## src/hdl/pfe_pkg.sv

```systemverilog
// Shared constants, types and letter/cell helper functions for the Playfair encryptor.
package pfe_pkg;

  localparam int IN_DATA_W  = 8;
  localparam int OUT_DATA_W = 16;
  localparam int LETTER_W   = 5;
  localparam int CELL_W     = 5;
  localparam int COORD_W    = 3;

  localparam logic [LETTER_W-1:0] LETTER_I = 5'd8;
  localparam logic [LETTER_W-1:0] LETTER_J = 5'd9;
  localparam logic [LETTER_W-1:0] LETTER_X = 5'd23;
  localparam logic [LETTER_W-1:0] LETTER_Z = 5'd25;
  localparam logic [LETTER_W-1:0] LETTERS  = 5'd26;
  localparam logic [CELL_W-1:0]   CELLS    = 5'd25;
  localparam logic [COORD_W-1:0]  SIDE_MAX = 3'd4;

  localparam int NUM_LETTERS = 26;
  localparam int NUM_CELLS   = 25;

  // Request kinds carried on the input tuser bit.
  localparam logic OP_KEY  = 1'b0;
  localparam logic OP_TEXT = 1'b1;

  typedef struct packed {
    logic [COORD_W-1:0] row;
    logic [COORD_W-1:0] col;
  } pos_t;

  localparam int POS_W = $bits(pos_t);

  // Clamp out-of-range codes to Z and fold J into I.
  function automatic logic [LETTER_W-1:0] norm_letter(input logic [LETTER_W-1:0] v);
    logic [LETTER_W-1:0] c;
    c = (v > LETTER_Z) ? LETTER_Z : v;
    if (c == LETTER_J) begin
      c = LETTER_I;
    end
    return c;
  endfunction

  // Row-major cell index of a square position.
  function automatic logic [CELL_W-1:0] cell_of(input pos_t p);
    logic [CELL_W-1:0] r;
    r = {2'b00, p.row};
    return (r << 2) + r + {2'b00, p.col};
  endfunction

  // Next position in row order.
  function automatic pos_t pos_next(input pos_t p);
    pos_t n;
    if (p.col == SIDE_MAX) begin
      n.row = p.row + 3'd1;
      n.col = '0;
    end else begin
      n.row = p.row;
      n.col = p.col + 3'd1;
    end
    return n;
  endfunction

  // Position of a letter in the reset square (alphabet without J).
  function automatic pos_t default_pos(input logic [LETTER_W-1:0] letter);
    logic [CELL_W-1:0]  idx;
    logic [COORD_W-1:0] row;
    logic [CELL_W-1:0]  base;
    pos_t p;
    idx = (letter > LETTER_J) ? letter - 5'd1 : letter;
    row = 3'({2'b00, (idx >= 5'd5)} + {2'b00, (idx >= 5'd10)} +
             {2'b00, (idx >= 5'd15)} + {2'b00, (idx >= 5'd20)});
    base = ({2'b00, row} << 2) + {2'b00, row};
    p.row = row;
    p.col = COORD_W'(idx - base);
    return p;
  endfunction

  // Letter held by a cell of the reset square.
  function automatic logic [LETTER_W-1:0] default_letter(input logic [CELL_W-1:0] cell_idx);
    return (cell_idx < LETTER_J) ? cell_idx : cell_idx + 5'd1;
  endfunction

endpackage

```

## src/hdl/playfair_cipher_encrypt.sv

```systemverilog
// Playfair encryptor top level: sequencer, key square storage and output register.
// A key letter is taken while idle; the last key letter starts a completion walk of
// one candidate letter per cycle, written in that cycle, before the next request.
// The first letter of a pair is only held; the second is encrypted by two
// position-RAM reads and two square-RAM reads in turn; a lone final letter takes the same path.
// Synchronous active-low reset empties the pipeline and restores the alphabetic square.
module playfair_cipher_encrypt (
  input  logic                             clk,
  input  logic                             rst_n,
  input  logic                             in_tvalid,
  output logic                             in_tready,
  input  logic [pfe_pkg::IN_DATA_W-1:0]    in_tdata,   // [4:0] letter, [7:5] zero
  input  logic                             in_tuser,   // [0] operation: 0 key, 1 text
  input  logic                             in_tlast,
  output logic                             out_tvalid,
  input  logic                             out_tready,
  output logic [pfe_pkg::OUT_DATA_W-1:0]   out_tdata,  // [4:0] first_cipher, [9:5] second_cipher
  output logic                             out_tlast   // text_end
);
  import pfe_pkg::*;

  // One-hot sequencer states.
  typedef enum logic [6:0] {
    ST_IDLE = 7'b0000001,  // waiting for a request
    ST_FILL = 7'b0000010,  // completing the square with unused letters
    ST_TXT  = 7'b0000100,  // pairing decision, look up first letter
    ST_LB   = 7'b0001000,  // look up second letter
    ST_CA   = 7'b0010000,  // apply the rule, read first cipher cell
    ST_CB   = 7'b0100000,  // read second cipher cell
    ST_FIN  = 7'b1000000   // hand the pair to the output register
  } state_t;

  state_t state_r, state_nxt;

  logic                    held_valid_r, held_valid_nxt;
  logic [LETTER_W-1:0]     held_letter_r, held_letter_nxt;
  logic                    key_open_r, key_open_nxt;
  // Set once any key has been loaded; until then lookups use the reset square.
  logic                    custom_r, custom_nxt;
  logic [CELL_W-1:0]       fill_cnt_r, fill_cnt_nxt;
  pos_t                    fill_pos_r, fill_pos_nxt;
  logic [NUM_LETTERS-1:0]  used_r, used_nxt;
  logic [LETTER_W-1:0]     scan_r, scan_nxt;
  logic                    pend_r, pend_nxt;
  logic [LETTER_W-1:0]     cur_letter_r, cur_letter_nxt;
  logic                    cur_last_r, cur_last_nxt;
  logic [LETTER_W-1:0]     b_r, b_nxt;
  logic                    last_pair_r, last_pair_nxt;
  pos_t                    pa_r, pa_nxt;
  logic [CELL_W-1:0]       c2_r, c2_nxt;
  logic [LETTER_W-1:0]     o1_r, o1_nxt;
  logic                    out_valid_r, out_valid_nxt;
  logic [LETTER_W-1:0]     out_first_r, out_first_nxt;
  logic [LETTER_W-1:0]     out_second_r, out_second_nxt;
  logic                    out_last_r, out_last_nxt;
  pos_t                    pos_def_r;
  logic [LETTER_W-1:0]     sq_def_r;

  // Square storage: cell -> letter, and the inverse map letter -> position.
  logic                    sq_we;
  logic [CELL_W-1:0]       sq_waddr, sq_raddr;
  logic [LETTER_W-1:0]     sq_wdata, sq_rdata;
  logic                    pos_we;
  logic [LETTER_W-1:0]     pos_waddr, pos_raddr;
  logic [POS_W-1:0]        pos_wdata, pos_rdata;

  logic                    accept;
  logic [LETTER_W-1:0]     in_ch;
  logic [NUM_LETTERS-1:0]  eff_used;
  logic [CELL_W-1:0]       eff_fill;
  pos_t                    eff_fpos;
  pos_t                    pos_eff;
  logic [LETTER_W-1:0]     sq_eff;
  logic                    scan_free;
  logic [CELL_W-1:0]       rule_cell_a, rule_cell_b;

  pfe_ram #(.WIDTH(LETTER_W), .DEPTH(NUM_CELLS)) u_square (
    .clk   (clk),
    .we    (sq_we),
    .waddr (sq_waddr),
    .wdata (sq_wdata),
    .raddr (sq_raddr),
    .rdata (sq_rdata)
  );

  pfe_ram #(.WIDTH(POS_W), .DEPTH(NUM_LETTERS)) u_position (
    .clk   (clk),
    .we    (pos_we),
    .waddr (pos_waddr),
    .wdata (pos_wdata),
    .raddr (pos_raddr),
    .rdata (pos_rdata)
  );

  pfe_rule u_rule (
    .pos_a  (pa_r),
    .pos_b  (pos_eff),
    .cell_a (rule_cell_a),
    .cell_b (rule_cell_b)
  );

  assign in_tready  = (state_r == ST_IDLE);
  assign accept     = in_tvalid & in_tready;
  assign in_ch      = norm_letter(in_tdata[LETTER_W-1:0]);

  // A new key starts from an empty map and the first cell.
  assign eff_used   = key_open_r ? used_r : '0;
  assign eff_fill   = key_open_r ? fill_cnt_r : '0;
  assign eff_fpos   = key_open_r ? fill_pos_r : '0;

  // Read data from the RAMs, or from the reset square before any key was loaded.
  assign pos_eff    = custom_r ? pos_t'(pos_rdata) : pos_def_r;
  assign sq_eff     = custom_r ? sq_rdata : sq_def_r;

  assign scan_free  = (scan_r < LETTERS) && (scan_r != LETTER_J) && !used_r[scan_r];

  always_comb begin
    state_nxt       = state_r;
    held_valid_nxt  = held_valid_r;
    held_letter_nxt = held_letter_r;
    key_open_nxt    = key_open_r;
    custom_nxt      = custom_r;
    fill_cnt_nxt    = fill_cnt_r;
    fill_pos_nxt    = fill_pos_r;
    used_nxt        = used_r;
    scan_nxt        = scan_r;
    pend_nxt        = pend_r;
    cur_letter_nxt  = cur_letter_r;
    cur_last_nxt    = cur_last_r;
    b_nxt           = b_r;
    last_pair_nxt   = last_pair_r;
    pa_nxt          = pa_r;
    c2_nxt          = c2_r;
    o1_nxt          = o1_r;
    out_valid_nxt   = out_valid_r & ~out_tready;
    out_first_nxt   = out_first_r;
    out_second_nxt  = out_second_r;
    out_last_nxt    = out_last_r;

    sq_we     = 1'b0;
    sq_waddr  = fill_cnt_r;
    sq_wdata  = scan_r;
    pos_we    = 1'b0;
    pos_waddr = scan_r;
    pos_wdata = fill_pos_r;
    pos_raddr = b_r;
    sq_raddr  = c2_r;

    case (state_r)
      ST_IDLE: begin
        if (accept) begin
          if (in_tuser == OP_KEY) begin
            // A key letter drops any held plaintext letter.
            held_valid_nxt = 1'b0;
            key_open_nxt   = 1'b1;
            custom_nxt     = 1'b1;
            used_nxt       = eff_used;
            fill_cnt_nxt   = eff_fill;
            fill_pos_nxt   = eff_fpos;
            if (!eff_used[in_ch] && (eff_fill < CELLS)) begin
              sq_we           = 1'b1;
              sq_waddr        = eff_fill;
              sq_wdata        = in_ch;
              pos_we          = 1'b1;
              pos_waddr       = in_ch;
              pos_wdata       = eff_fpos;
              used_nxt[in_ch] = 1'b1;
              fill_cnt_nxt    = eff_fill + 5'd1;
              fill_pos_nxt    = pos_next(eff_fpos);
            end
            if (in_tlast) begin
              scan_nxt  = '0;
              pend_nxt  = 1'b0;
              state_nxt = ST_FILL;
            end
          end else begin
            cur_letter_nxt = in_ch;
            cur_last_nxt   = in_tlast;
            if (key_open_r) begin
              // Plaintext during key loading completes the square first.
              scan_nxt  = '0;
              pend_nxt  = 1'b1;
              state_nxt = ST_FILL;
            end else begin
              state_nxt = ST_TXT;
            end
          end
        end
      end

      ST_FILL: begin
        if ((fill_cnt_r == CELLS) || (scan_r >= LETTERS)) begin
          fill_cnt_nxt = CELLS;
          key_open_nxt = 1'b0;
          state_nxt    = pend_r ? ST_TXT : ST_IDLE;
        end else begin
          scan_nxt = scan_r + 5'd1;
          if (scan_free) begin
            sq_we            = 1'b1;
            pos_we           = 1'b1;
            used_nxt[scan_r] = 1'b1;
            fill_cnt_nxt     = fill_cnt_r + 5'd1;
            fill_pos_nxt     = pos_next(fill_pos_r);
          end
        end
      end

      ST_TXT: begin
        if (!held_valid_r && !cur_last_r) begin
          held_letter_nxt = cur_letter_r;
          held_valid_nxt  = 1'b1;
          state_nxt       = ST_IDLE;
        end else begin
          // A lone final letter is paired with X.
          pos_raddr      = held_valid_r ? held_letter_r : cur_letter_r;
          b_nxt          = held_valid_r ? cur_letter_r : LETTER_X;
          held_valid_nxt = 1'b0;
          last_pair_nxt  = cur_last_r;
          state_nxt      = ST_LB;
        end
      end

      ST_LB: begin
        pa_nxt    = pos_eff;
        pos_raddr = b_r;
        state_nxt = ST_CA;
      end

      ST_CA: begin
        sq_raddr  = rule_cell_a;
        c2_nxt    = rule_cell_b;
        state_nxt = ST_CB;
      end

      ST_CB: begin
        o1_nxt    = sq_eff;
        state_nxt = ST_FIN;
      end

      ST_FIN: begin
        // The read address stays on the second cell while the output is full.
        if (!out_valid_r || out_tready) begin
          out_valid_nxt  = 1'b1;
          out_first_nxt  = o1_r;
          out_second_nxt = sq_eff;
          out_last_nxt   = last_pair_r;
          state_nxt      = ST_IDLE;
        end
      end

      default: begin
        state_nxt = ST_IDLE;
      end
    endcase
  end

  always_ff @(posedge clk) begin
    if (!rst_n) begin
      state_r      <= ST_IDLE;
      held_valid_r <= 1'b0;
      key_open_r   <= 1'b0;
      custom_r     <= 1'b0;
      fill_cnt_r   <= '0;
      used_r       <= '0;
      pend_r       <= 1'b0;
      out_valid_r  <= 1'b0;
    end else begin
      state_r      <= state_nxt;
      held_valid_r <= held_valid_nxt;
      key_open_r   <= key_open_nxt;
      custom_r     <= custom_nxt;
      fill_cnt_r   <= fill_cnt_nxt;
      used_r       <= used_nxt;
      pend_r       <= pend_nxt;
      out_valid_r  <= out_valid_nxt;
    end
    held_letter_r <= held_letter_nxt;
    fill_pos_r    <= fill_pos_nxt;
    scan_r        <= scan_nxt;
    cur_letter_r  <= cur_letter_nxt;
    cur_last_r    <= cur_last_nxt;
    b_r           <= b_nxt;
    last_pair_r   <= last_pair_nxt;
    pa_r          <= pa_nxt;
    c2_r          <= c2_nxt;
    o1_r          <= o1_nxt;
    out_first_r   <= out_first_nxt;
    out_second_r  <= out_second_nxt;
    out_last_r    <= out_last_nxt;
    pos_def_r     <= default_pos(pos_raddr);
    sq_def_r      <= default_letter(sq_raddr);
  end

  assign out_tvalid = out_valid_r;
  assign out_tdata  = {6'b000000, out_second_r, out_first_r};
  assign out_tlast  = out_last_r;

`ifndef SYNTHESIS
  // A plaintext request always moves the sequencer out of idle, holding off further requests.
  a_text_busy: assert property (@(posedge clk) disable iff (!rst_n)
    (accept && (in_tuser == OP_TEXT)) |=> !in_tready)
    else $error("plaintext request did not hold off the next request");

  // The fill pointer never runs past the square.
  a_fill_bound: assert property (@(posedge clk) disable iff (!rst_n)
    fill_cnt_r <= CELLS)
    else $error("fill count beyond the square");

  // Pair lookups only run on a completed square.
  a_lookup_closed: assert property (@(posedge clk) disable iff (!rst_n)
    (state_r == ST_LB) |-> !key_open_r)
    else $error("lookup started while the key was still open");

  // Cipher letters are always valid letter codes.
  a_out_letters: assert property (@(posedge clk) disable iff (!rst_n)
    out_tvalid |-> ((out_tdata[4:0] <= LETTER_Z) && (out_tdata[9:5] <= LETTER_Z)))
    else $error("cipher letter out of range");
`endif

endmodule

```

## src/hdl/pfe_ram.sv

```systemverilog
// Generic single-write, single-read RAM with registered read data.
module pfe_ram #(
  parameter int WIDTH = 8,
  parameter int DEPTH = 16
) (
  input  logic                     clk,
  input  logic                     we,
  input  logic [$clog2(DEPTH)-1:0] waddr,
  input  logic [WIDTH-1:0]         wdata,
  input  logic [$clog2(DEPTH)-1:0] raddr,
  output logic [WIDTH-1:0]         rdata
);

  logic [WIDTH-1:0] mem [DEPTH];

  always_ff @(posedge clk) begin
    if (we) begin
      mem[waddr] <= wdata;
    end
    rdata <= mem[raddr];
  end

endmodule

```

## src/hdl/pfe_rule.sv

```systemverilog
// Playfair pair rule: maps the positions of a letter pair to the two cipher cells.
module pfe_rule (
  input  pfe_pkg::pos_t               pos_a,
  input  pfe_pkg::pos_t               pos_b,
  output logic [pfe_pkg::CELL_W-1:0]  cell_a,
  output logic [pfe_pkg::CELL_W-1:0]  cell_b
);
  import pfe_pkg::*;

  pos_t out_a;
  pos_t out_b;

  function automatic logic [COORD_W-1:0] wrap_inc(input logic [COORD_W-1:0] v);
    return (v == SIDE_MAX) ? '0 : v + 3'd1;
  endfunction

  always_comb begin
    out_a = pos_a;
    out_b = pos_b;
    if (pos_a.row == pos_b.row) begin
      out_a.col = wrap_inc(pos_a.col);
      out_b.col = wrap_inc(pos_b.col);
    end else if (pos_a.col == pos_b.col) begin
      out_a.row = wrap_inc(pos_a.row);
      out_b.row = wrap_inc(pos_b.row);
    end else begin
      out_a.col = pos_b.col;
      out_b.col = pos_a.col;
    end
  end

  assign cell_a = cell_of(out_a);
  assign cell_b = cell_of(out_b);

endmodule
```

## config.mk

```make
export PLATFORM = sky130hd
export DESIGN_NAME = playfair_cipher_encrypt
export DESIGN_NICKNAME = d
export VERILOG_FILES = /design/src/hdl/pfe_pkg.sv /design/src/hdl/playfair_cipher_encrypt.sv /design/src/hdl/pfe_ram.sv /design/src/hdl/pfe_rule.sv
export SDC_FILE = /design/constraint.sdc
export NUM_CORES = 1
export LEC_CHECK = 0
export BUFFER_PORTS_ARGS = -buffer_cell sky130_fd_sc_hd__buf_4
export CORE_MARGIN = 2
export CORE_UTILIZATION = 40
export CTS_CLUSTER_DIAMETER = 150
export CTS_CLUSTER_SIZE = 30
export DETAILED_ROUTE_END_ITERATION = 10
export PLACE_DENSITY_LB_ADDON = 0.15
export SLEW_MARGIN = 10
export SYNTH_ARGS = -nofsm -noshare
export SYNTH_HDL_FRONTEND = slang
export SYNTH_SLANG_ARGS = --single-unit
```

## constraint.sdc

```tcl
create_clock -name clk -period 7.2 [get_ports clk]
set_input_delay 1.08 -clock clk [delete_from_list [all_inputs] [get_ports clk]]
set_output_delay 1.08 -clock clk [all_outputs]
set_load 0.005 [all_outputs]
```

* After elaboration in Yosys (flattened, before gate mapping)
Memory sizes are Yosys's and may differ from the RTL's. A register that Yosys moved wholly into a read port is not among the register bits.
Index checks and enable logic that the tools add are counted.
** Word-level totals
- Register bits after elaboration :: 109
- Memory bits (writable) :: 281
- Bits of input ports :: 14
- Output and inout bits :: 19
- Logic and storage cells :: 230
- Memories kept :: 2
** Memories
- u_position.mem :: depth 26, bits a word 6, rd ports 1, clocked after Yosys merged registers in 1, wr ports 1, RTL line pfe_ram.sv:14 : logic [WIDTH-1:0] mem [DEPTH];
- u_square.mem :: depth 25, bits a word 5, rd ports 1, clocked after Yosys merged registers in 1, wr ports 1, RTL line pfe_ram.sv:14
** Operators by class
- Add/sub/neg operators :: 22
- Magnitude comparators :: 14
- Eq/ne operators :: 29
- Multiplexer cells :: 101
- Bitwise logic cells :: 7
- Reduce and logical (&&, ||, !) cells :: 29
** Operators by type and width (count)
- 2-to-1 mux 26 bit :: 6
- 2-to-1 mux 5 bit :: 28
- 2-to-1 mux 6 bit :: 13
- OR 26 bit :: 2
- one-hot mux 26 bit (2 select lines) :: 1
- one-hot mux 7 bit (7 select lines) :: 1
- 2-to-1 mux 3 bit :: 14
- 2-to-1 mux 7 bit :: 5
- adder 3 x 1 -> 3 bit, second input constant :: 8
- 2-to-1 mux 1 bit :: 22
- adder 5 x 1 -> 5 bit, second input constant :: 4
- adder 5 x 3 -> 5 bit :: 4
- one-hot mux 5 bit (2 select lines) :: 2
- equality test 3 bit, second input constant :: 6
- AND reduction 4 bit :: 4
- < comparator 5 x 6 -> 1 bit, second input constant :: 2
- inequality test 2 bit, second input constant :: 6
- one-hot mux 6 bit (2 select lines) :: 1
- binary-select mux 1 bit (select 5 bit) :: 2
- demux 1 bit (select 5 bit) :: 2
- greater-or-equal comparator 5 x 1 -> 1 bit, second input constant :: 2
- greater-or-equal comparator 5 x 4 -> 1 bit, second input constant :: 2
- greater-or-equal comparator 5 bit, second input constant :: 2
- < comparator 5 bit, second input constant :: 2
- 37 further kinds :: 61

* Logic depth before layout (Yosys ltp)
- Word-level depth :: 14
- Mapped depth :: 21
- Gate-level depth less buffers :: 18

* By module
From an unflattened synthesis, not the netlist that was laid out.
** Unflattened totals
- Cell total of the unflattened synthesis :: 1367
- Area total of the unflattened synthesis :: 18637.9 µm²
** By module, submodules not included
- pfe_ram at u_position :: times used 1, cells an instance 330, area an instance 6427.4 µm², seq. area each 4804.6 µm²
- playfair_cipher_encrypt :: times used 1, cells an instance 671, area an instance 6393.6 µm², seq. area each 2732.6 µm²
- pfe_ram at u_square :: times used 1, cells an instance 272, area an instance 5078.6 µm², seq. area each 3853.7 µm²
- pfe_rule :: times used 1, cells an instance 94, area an instance 738.2 µm², seq. area each 0.0 µm²

* Worst setup path before layout
Ideal clock, no wire load.
- Path type :: register to register
- Start :: register state_r[0]
- End :: register pos_def_r[2] (netlist name)
- Library setup time :: 0.128 ns
- Arrival :: 4.924 ns
- Required time :: 7.072 ns
- Path slack :: 2.148 ns
- Cell stages (with the launch flop) :: 20
- Buffers on the path :: 2
- Clock period less this slack :: 5.052 ns
- Cells stage by stage :: dfxtp_1 > nor3_1 > nand4b_1 > mux2_2 > inv_1 > clkbuf_1 > buf_1 > ha_1 > o21ai_0 > a21boi_1 > mux2_2 > a31oi_1 > fa_1 > ha_1 > ha_1 > inv_1 > fa_1 > xor2_1 > xnor2_1 > xnor2_1
** On the way
- Word-level cells in the longest chain between the ends :: 10
- Elaborated cells between the ends (all ways) :: 14
- Those cells by class :: add/sub (6); order compare (5); eq/ne (1); mux (2)
** RTL lines
- start, declared :: RTL line playfair_cipher_encrypt.sv:33 : state_t state_r, state_nxt;
- start signal, assigned :: RTL line playfair_cipher_encrypt.sv:268 : state_r <= state_nxt;
- equality test 7 x 3 -> 1 bit * :: RTL line playfair_cipher_encrypt.sv:149 : case (state_r)
- 2-to-1 mux 5 bit * :: RTL line playfair_cipher_encrypt.sv:149
- subtractor 5 x 1 -> 5 bit / > comparator 5 x 4 -> 1 bit (equally long branches) :: RTL line pfe_pkg.sv:68 : idx = (letter > LETTER_J) ? letter - 5'd1 : letter;
- 2-to-1 mux 5 bit * :: RTL line pfe_pkg.sv:68
- greater-or-equal comparator 5 x 3 -> 1 bit / greater-or-equal comparator 5 x 4 -> 1 bit (equally long branches) :: RTL line pfe_pkg.sv:69 : row = 3'({2'b00, (idx >= 5'd5)} + {2'b00, (idx >= 5'd10)} +
- adder 1 x 1 -> 2 bit :: RTL line pfe_pkg.sv:69
- adder 2 x 1 -> 3 bit :: RTL line pfe_pkg.sv:69
- adder 3 x 1 -> 3 bit :: RTL line pfe_pkg.sv:70 : {2'b00, (idx >= 5'd15)} + {2'b00, (idx >= 5'd20)});
- adder 3 bit :: RTL line pfe_pkg.sv:71 : base = ({2'b00, row} << 2) + {2'b00, row};
- subtractor 3 bit * :: RTL line pfe_pkg.sv:73 : p.col = COORD_W'(idx - base);
- end signal, assigned :: RTL line playfair_cipher_encrypt.sv:290 : pos_def_r <= default_pos(pos_raddr);
- end, declared :: RTL line playfair_cipher_encrypt.sv:56 : pos_t pos_def_r;
Mark *: on every way between the ends. The rest lies on a longest branch, timed or not.
A chain may end at the register's enable or synchronous reset.

==> reports/metrics.csv <==
stage;metric;value;unit
outcome;status;finished clean;
cells_and_area;layout cells sized above 1;9.11;%
clock_tree;CTS root buf;clkbuf_16;
grt;Tot GR Track Use;19.0;%
clock_tree;clk buf depth;3;
die;num rows;79;
synth;area share of and/or/nand/nor cells after synthesis;15.8;%
die;Initial Utilization;40.6;%
synth;main combinational cell family by area after synthesis;simple AND/OR/NAND/NOR gates;
routing;final wirelength;46.8;mm
synth;Synth Warn #;0;
synth;Mapped Cells;1654;
die;core area;46600;um^2
routing;vias;12600;
sta;total negative slack;0;ns
cells_and_area;Layout fillers;4326;
clock_tree;clk slew on worst S/H paths;0.12;ns
synth;Seq/Total Area, Yosys;60.3;%
critical_path;CP arrival;5.96;ns
cells_and_area;most frequent cells in the layout;edfxtp_1 (336), nand2_1 (261), nor2_1 (101);
routing;Pre-antenna DRT Iters;5;
synth;top_reg_cell synth;edfxtp_1;
synth;share of the synthesized area in the top cell type;53.4;%
die;Die W;221;um
pwr;Cell Pwr Density;231;nW/um^2
sta;fmax;0.182;GHz
synth;adder-cell area share of the yosys netlist;3.08;%
clock_tree;CTS tree;yes;
routing;DRC Markers;0;
critical_path;crit start category;register;
synth;Area contributors post-synth;edfxtp_1 (53%), dfxtp_1 (6.9%), nand2_1 (5.2%);
clock_tree;CTS Buf Count;17;
synth;post-synth cell types;85;
die;die area;49000;um^2
synth;fraction of registers with async set/reset;0;%
grt;largest net degree at the start of global routing;80;
die;Die H;221;um
clock_tree;post_cts resized;0;
sta;Tmin final;5.50;ns
cells_and_area;Register Area;11400;um^2
cells_and_area;most common cell after layout, fill and taps aside;edfxtp_1;
die;I/O pin count;33;
sta;Worst Max-Slew Pin Slew;1.15;ns
clock_tree;hold buffers post-CTS;0;
sta;Layout Skew;0.0198;ns
critical_path;WS Path Type;register to register;
placed_design;hpwl dp;30.7;mm
placed_design;GPL Wtd Cong;0.846;
pwr;Peak VDD IR;131;uV
critical_path;CP Capture Type;register;
routing;DRT antenna net count;0;
cells_and_area;Antenna Cells;0;
clock_tree;H-tree depth;1;
critical_path;crit path max fanout;16;
routing;via/cell ratio;5.66;
synth;xor/xnor share of the synthesized area;0.834;%
sta;Final setup violation count;0;
grt;first-pass GRT wire length;73.5;mm
cells_and_area;fin area;20100;um^2
sta;RSZ-0062 raised after global routing;false;
run;Max-Cap Viols;0;
critical_path;CP required;7.66;ns
sta;slew margin rel.;23.3;%
synth;Post-synth EDFFs;336;
clock_tree;worst skew pair latency;0.55;ns
clock_tree;setup bufs post-CTS;0;
placed_design;Placement Cell Area;19600;um^2
cells_and_area;area grow syn2layout;6.22;%
synth;largest area contributor in the netlist;edfxtp_1;
placed_design;Port Buffers;23;
pwr;Tot Pwr;4640;uW
grt;initial antenna violation count;0;
sta;Max Slew Vio Count;0;
clock_tree;CTS sink cnt;401;
synth;Post-Syn Area;18900;um^2
cells_and_area;footprint of the multi-input gates;6940;um^2
grt;number of global-route vias before repair;12400;
synth;mux contribution to synthesized area;5.71;%
routing;Wirelength per Cell;21.0;um
routing;Initial DRC Count;1238;
pwr;Leak;0.00685;uW
sta;ratio of final minimum period to clock period;76.4;%
cells_and_area;layout net count;1670;
synth;Synth Area per Inst;11.4;um^2
worst_hold_path;Hold WC Path Type;register to register;
synth;Yosys reg bits;401;
synth;Synth Area in Compound Gates;10.9;%
sta;Final Hold Fails;0;
grt;Overflow after GRT;0;
==> registers in the layout, indices dropped and copies added (netlist names), 5 cells and up <==
name,flops
u_position.mem,156
u_square.mem,125
used_r,26
state_r,7
fill_pos_r,6
pa_r,6
pos_def_r,6
u_position.rdata,6
b_r,5
c2_r,5
cur_letter_r,5
fill_cnt_r,5
held_letter_r,5
o1_r,5
out_first_r,5
out_second_r,5
scan_r,5
sq_def_r,5
u_square.rdata,5
==> logic make-up after synthesis <==
logic type,Yosys count
AOI/OAI and AO/OA,314
adders and majority gates,43
xor gates and xnor gates,18
muxes,96
and+or+nand+nor,626
other,1
DFF,401
buffers and inverters,155
==> through the flow <==
| stage | util, % | worst slack [ns] | instances | hold WS [ns] |
|---|---|---|---|---|
| floorplan | - | 2.15 | 1659 | 0.400 |
| global placement | 42.1 | 1.81 | 2201 | 0.404 |
| detailed placement | 42.1 | 1.77 | 2201 | 0.405 |
| CTS | 43.1 | 1.72 | 2231 | 0.433 |
| global route | 43.1 | 1.30 | 2231 | 0.445 |
| finish | 43.1 | 1.70 | 2231 | 0.431 |
==> routing by layer <==
layer  track usage (%)  part of all wire (%)  vias up
met2              30.0                    46      344
met1              27.8                    47     6251
met5                 0                     0        -
met4              4.59                   1.9        0
met3              2.40                   5.5       51
li1                  -                     -     5989
==> layout make-up <==
class,count,area share (%)
clock buffer,27,2.31
clock inverter,3,0.168
inverter,48,0.897
multi-input combinational,1103,34.6
sequential,401,56.7
tap,607,3.78
timing repair buffer,42,1.57
==> worst max-delay path, cell delays in order, from the launching register on <==
cell and delay, ns:
dfxtp_1 0.78, mux2_2 0.47, xnor2_1 0.14, nor3_1 0.20
buf_4 0.21, nand2b_1 0.29, mux2_2 0.39, inv_1 0.08
fa_1 0.43, fa_1 0.54, mux2_2 0.44, nand2_1 0.46
a21oi_1 0.15, or4_1 0.60, mux2i_1 0.20
==> Yosys cell counts (27+ instances only) <==
master and number:
clkbuf_1 76, nand2_1 261, ha_1 37, inv_1 44
dfxtp_1 65, edfxtp_1 336, mux2_2 49, nand3_1 80
nor2_1 104, a31oi_1 39, o21ai_0 35, a21oi_1 99
and2_1 27, mux2i_1 41
==> power breakdown <==
part,total [uW],internal [uW],switching (uW)
combinational,706,229,477
clock,1180,461,717
sequential,2750,2670,84.4
total,4640,3360,1280
==> worst paths after layout <==
path / start / endpoint / slack [ns] / cells past startpoint
worst max-delay path: custom_r / u_square.rdata[4] / 1.70 / 14
worst max register to register: custom_r / u_square.rdata[4] / 1.70 / 14
worst min register to register: o1_r[0] / out_first_r[0] / 0.43 / 0
worst min-delay path: o1_r[0] / out_first_r[0] / 0.43 / 0
Note: power is estimated with default switching activity, not from simulation.
